==> config.mk <==
export PLATFORM = sky130hd
export DESIGN_NAME = zdflp_div
export DESIGN_NICKNAME = d
export VERILOG_FILES = /design/src/zdf_ladder_lowpass_4pole_defines.svh /design/src/zdflp_pkg.sv /design/src/zdflp_div.sv
export SDC_FILE = /design/constraint.sdc
export NUM_CORES = 1
export LEC_CHECK = 0
export BUFFER_PORTS_ARGS = -buffer_cell sky130_fd_sc_hd__buf_2
export CAP_MARGIN = 20
export CORE_MARGIN = 3
export CORE_UTILIZATION = 30
export CTS_CLUSTER_DIAMETER = 80
export DETAILED_ROUTE_END_ITERATION = 16
export PLACE_DENSITY_LB_ADDON = 0.3
export SLEW_MARGIN = 0
export SYNTH_ARGS = -nofsm -noshare
export SYNTH_HDL_FRONTEND = slang
export SYNTH_SLANG_ARGS = --single-unit
export TNS_END_PERCENT = 50
==> constraint.sdc <==
create_clock -name i_clk -period 3.39 [get_ports i_clk]
set_input_delay 0.339 -clock i_clk [delete_from_list [all_inputs] [get_ports i_clk]]
set_output_delay 0.339 -clock i_clk [all_outputs]
set_load 0.01 [all_outputs]
==> src/zdf_ladder_lowpass_4pole_defines.svh <==
// Assertion helpers shared by the ladder filter RTL.
`ifndef ZDF_LADDER_LOWPASS_4POLE_DEFINES_SVH
`define ZDF_LADDER_LOWPASS_4POLE_DEFINES_SVH

// Same-cycle implication, clocked on i_clk, off while i_rst_n is low.
`define ZDFLP_ASSERT_IMP(label, ante, cons, msg) \
    label: assert property (@(posedge i_clk) disable iff (!i_rst_n) (ante) |-> (cons)) \
        else $error(msg);

// Next-cycle implication, clocked on i_clk, off while i_rst_n is low.
`define ZDFLP_ASSERT_NEXT(label, ante, cons, msg) \
    label: assert property (@(posedge i_clk) disable iff (!i_rst_n) (ante) |=> (cons)) \
        else $error(msg);

`endif

==> src/zdflp_pkg.sv <==
package zdflp_pkg;

    localparam int FRAC       = 28;
    localparam int CUTOFF_W   = 15;
    localparam int AMT_W      = 16;
    localparam int FS_W       = 18;
    localparam int MR_W       = 16;
    localparam int CFG_IDX_W  = 2;
    localparam int CFG_DATA_W = 18;

    localparam int DVD_W  = 64;
    localparam int DVS_W  = 34;
    localparam int QUO_W  = 46;
    localparam int ITER_W = 7;
    localparam int MUL_W  = 34;
    localparam int PROD_W = 68;

    localparam logic [29:0]          PI_Q28     = 30'd843314857;
    localparam logic [CUTOFF_W-1:0]  CUTOFF_MAX = 15'd20000;
    localparam logic [DVS_W-1:0]     ONE_Q28    = 34'd1 << FRAC;
    localparam logic [FS_W-1:0]      FS_RESET   = 18'd48000;
    localparam logic [MR_W-1:0]      MR_RESET   = 16'd16384;

    // quotient bits needed by each division
    localparam logic [ITER_W-1:0] ITER_GQ = 7'd46;
    localparam logic [ITER_W-1:0] ITER_G1 = 7'd29;
    localparam logic [ITER_W-1:0] ITER_H  = 7'd29;
    localparam logic [ITER_W-1:0] ITER_U  = 7'd32;

    typedef enum logic [CFG_IDX_W-1:0] {
        CFG_SAMPLE_RATE = 2'd0,
        CFG_MAX_RES     = 2'd1
    } t_cfg_idx;

    typedef struct packed {
        logic              start;
        logic [DVD_W-1:0]  dividend;
        logic [DVS_W-1:0]  divisor;
        logic [ITER_W-1:0] iters;
    } t_div_req;

    typedef struct packed {
        logic             done;
        logic [QUO_W-1:0] quotient;
    } t_div_rsp;

    // arithmetic shift right that rounds toward zero
    function automatic logic signed [PROD_W-1:0] shr_trunc(
        input logic signed [PROD_W-1:0] v,
        input int                       n
    );
        logic signed [PROD_W-1:0] bias;
        bias = v[PROD_W-1] ? ((68'sd1 <<< n) - 68'sd1) : 68'sd0;
        return (v + bias) >>> n;
    endfunction

    function automatic logic signed [31:0] sat32(input logic signed [PROD_W-1:0] v);
        logic signed [31:0] r;
        if (v > 68'sd2147483647) begin
            r = 32'sh7FFFFFFF;
        end else if (v < -68'sd2147483648) begin
            r = 32'sh80000000;
        end else begin
            r = v[31:0];
        end
        return r;
    endfunction

endpackage

==> src/zdflp_div.sv <==
module zdflp_div (
    input  logic                i_clk,
    input  logic                i_rst_n,
    input  zdflp_pkg::t_div_req i_req,
    output zdflp_pkg::t_div_rsp o_rsp
);
    import zdflp_pkg::*;

    logic                 r_busy;
    logic                 r_done;
    logic [ITER_W-1:0]    r_cnt;
    logic [DVS_W-1:0]     r_rem;
    logic [DVS_W-1:0]     r_dvs;
    logic [DVD_W-1:0]     r_dvd;
    logic [QUO_W-1:0]     r_quo;

    logic [DVS_W:0]       w_trial;
    logic [DVS_W:0]       w_diff;
    logic                 w_ge;

    assign w_trial = {r_rem, r_dvd[DVD_W-1]};
    assign w_diff  = w_trial - {1'b0, r_dvs};
    assign w_ge    = (w_trial >= {1'b0, r_dvs});

    always_ff @(posedge i_clk) begin
        if (!i_rst_n) begin
            r_busy <= 1'b0;
            r_done <= 1'b0;
            r_cnt  <= '0;
        end else begin
            r_done <= 1'b0;
            if (i_req.start) begin
                r_busy <= 1'b1;
                r_cnt  <= i_req.iters;
            end else if (r_busy) begin
                r_cnt <= r_cnt - 1'b1;
                if (r_cnt == ITER_W'(1)) begin
                    r_busy <= 1'b0;
                    r_done <= 1'b1;
                end
            end
        end
    end

    // restoring division, one quotient bit per cycle
    always_ff @(posedge i_clk) begin
        if (i_req.start) begin
            // high part seeds the remainder, low part is fed in MSB first
            r_rem <= DVS_W'(i_req.dividend >> i_req.iters);
            r_dvd <= i_req.dividend << (7'd64 - i_req.iters);
            r_dvs <= i_req.divisor;
            r_quo <= '0;
        end else if (r_busy) begin
            r_rem <= w_ge ? w_diff[DVS_W-1:0] : w_trial[DVS_W-1:0];
            r_dvd <= {r_dvd[DVD_W-2:0], 1'b0};
            r_quo <= {r_quo[QUO_W-2:0], w_ge};
        end
    end

    assign o_rsp.done     = r_done;
    assign o_rsp.quotient = r_quo;

endmodule

==> impl_metrics.csv <==
group,metric,value,unit
sta,finalCritPeriodShare,94.74,%
floorplan,core_area,54130,um2
final_layout,design_area,19190,um2
synthesis,ys_warn_count,0,
synthesis,syn_area,16510,um2
route,vias,15020,
sta,slew_headroom,47.35,%
floorplan,die_h,240.6,um
sta,setup_tns,0,ns
placed_design,placed_area,18290,um2
clocking,cts_root_buf,"clkbuf_16",
sta,report.final.slew_viol_count,0,
final_layout,ff_latch_area,5066,um2
synthesis,netlist_instances,1798,
min_path,hold_path.class,"input pin to register",
route,vias_per_cell,5.680,
synthesis,avgSynthCellArea,9.184,um2
global_routing,grt_start_max_net_pins,121,
power,powerDensity,525.8,nW/um2
clocking,clkSlewWorstSetupHoldPaths,0.09,ns
clocking,clk_path_buf_depth,2,
final_layout,n_fill_cell,5501,
setup_path,arrival,3.45,ns
synthesis,synth_edf_count,132,
power,peakVddDrop,0.3964,mV
synthesis,ys.flop_type,"edfxtp_1",
sta,tightest_slew,0.7897,ns
final_layout,syn2layout_area_growth,16.23,%
sta,skew,0.01447,ns
synthesis,synth_top_cell_by_area,"edfxtp_1",
setup_path,critPathRequiredTime,3.63,ns
clocking,cts_tree,"done",
synthesis,synth_seq_cells,187,
final_layout,drive_gt1_share,21.59,%
route,routed_wl,56710,um
floorplan,die-area,57890,um2
setup_path,cp_max_fo,6,
sta,rsz0062_at_grt,"false",
global_routing,grt.overflow.total,0,
synthesis,netlist-cell-type-count,83,
power,leakage,7.748,nW
synthesis,synth_seq_area_share,30.67,%
floorplan,io_pins,155,
final_layout,finalNonFillerCells,2645,
route,drtIter0Drc,1718,
synthesis,synth_top_area_share,24.01,%
flow_run,maxCapViolations,0,
route,drc,0,
synthesis,synth_nets,1944,
sta,post-route-min-period,3.212,ns
route,wl_per_cell,21.44,um
status,status,"complete, no violations",
route,final_antenna_net_count,0,
sta,hold_viol,0,
placed_design,place_hpwl,43750,um
global_routing,grt_pass1_vias,14120,
synthesis,async_flop_share,0,%
clocking,htree_levels,4,
global_routing,grt_pass1_wl,85510,um
sta,hold_ws,0.03419,ns
route,first_pass_iters,6,
floorplan,initial_core_util,30.50,%
setup_path,end_kind,"register",
placed_design,io_buffers,154,
final_layout,final_nets,2074,
synthesis,ys_top_cells_by_area,"edfxtp_1 24%, mux4_2 13%, mux2i_1 12%, nor2_1 7.4%, dfxtp_1 6.7%",
sta,finalSetupViolations,0,
clocking,worst_skew_pair.late_latency,0.49,ns
clocking,numClockSinks,187,
floorplan,dieWidth,240.6,um
global_routing,antenna_found_initial,26,
global_routing,grt_usage,19.24,%
setup_path,path_class,"register to register",
sta,fmax,0.3114,GHz
clocking,cts_made_buffers,17,
floorplan,rows,85,
final_layout,multiInputGateArea,10590,um2
setup_path,r2r_slack,0.18,ns
placed_design,dpl.cell_count,2582,
placed_design,gp_congestion,0.9135,
setup_path,cp-start-kind,"register",
power by group:
part           leakage (nW)  total, mW  switching (mW)  internal, mW
registers              1.81       3.04           0.173          2.87
logic                  5.63       4.87            2.83          2.04
clock network         0.307       2.18            1.12          1.06
metrics by stage:
stage	power, mW	worst slack [ns]	util (%)
6_report	10.09	0.1784	35.45
2_1_floorplan	6.495	0.01560	-
5_1_grt	10.72	0.03141	35.44
4_1_cts	10.07	0.04435	35.36
3_5_place_dp	7.810	0.002058	33.79
3_3_place_gp	7.775	0.01905	33.76
synthesized netlist by cell type, drive strengths merged, types with 13 or more instances:
cell type and n:
nand2 112, o311ai 14, clkbuf 86, buf 58, nand3 22, xnor2 26
mux2i 192, inv 68, o22ai 30, o21ai 89, ha 37, dfxtp 55
mux4 95, nor2 328, xor2 13, mux2 22, o221ai 19, a21oi 118
a211oi 28, o211ai 25, nand2b 16, nor3 39, o2bb2ai 21, edfxtp 132
kinds of logic after synthesis:
group	after synthesis	synth area share, %
AND/OR/NAND/NOR	568	14.62
AO/OA/AOI/OAI	443	17.97
multiplexers	309	26.10
buffers and inverters	214	5.645
flip-flops	187	30.67
XOR/XNOR	39	2.069
adder cells (fa/ha/maj)	38	2.925
sequential cells by signal, summed over array words and instances (netlist names):
signal  flops
r_cnt       7
r_dvd      64
r_rem      34
r_done      1
r_dvs      34
r_quo      46
r_busy      1
layer usage:
layer	up-vias	routed length, um	global-route usage [%]	share of wire (%)
li1	7012	-	-	-
met1	7304	27100	28.93	48
met2	599	23200	26.54	41
met3	76	5295	6.228	9.3
met4	32	911	4.426	1.6
met5	-	202	0	0.36
final timing paths:
path	startpoint	end	cells after the start
setup / recovery	r_rem[8]	r_rem[32]	10
setup reg to reg	r_rem[8]	r_rem[32]	10
hold / removal	i_req[31]	r_dvs[24]	1
hold reg to reg	r_quo[45]	r_quo[45]	2
cell usage in the layout (no fill, tap or decap), types with 18 or more instances in the layout:
cell type	synthesis	routed
a211oi_1	28	28
a21oi_1	116	115
buf_2	23	152
buf_4	10	69
clkbuf_16	0	18
dfxtp_1	55	54
dlygate4sd3_1	0	21
edfxtp_1	132	132
ha_1	37	36
inv_1	65	64
mux2_2	22	22
mux2i_1	192	192
mux4_2	95	95
nand2_1	110	110
nand3_1	22	22
nor2_1	327	327
nor3_1	39	39
o211ai_1	25	25
o21ai_0	80	80
o221ai_1	19	19
o22ai_1	30	29
o2bb2ai_1	21	21
xnor2_1	26	22
cell type report:
class / count / share of cell area (%)
antenna: 8 / 0.1043
clock buffer: 18 / 2.347
clock inverter: 14 / 0.9518
inverter: 69 / 1.349
multi-input combinational: 1397 / 55.20
sequential: 187 / 26.40
tap: 696 / 4.537
timing repair buffer: 256 / 9.114
timing repair:
item,4_1_cts,5_1_grt
endpoints found under the hold margin,21,0
hold buffers,21,0
pin swaps,0,2
gates resized for setup,1,3
buffers inserted,0,2
endpoints found under the setup margin,1,8
worst max-delay path, stage by stage (launching register included):
cell,delay (ns)
edfxtp_1,0.40
ha_1,0.41
a21oi_4,0.18
nand2_2,0.07
or4b_4,0.50
o21a_4,0.24
a2111o_1,0.42
a31oi_4,0.30
buf_4,0.17
nand2b_1,0.05
a32o_1,0.24
Note: power is estimated with default switching activity, not from simulation.
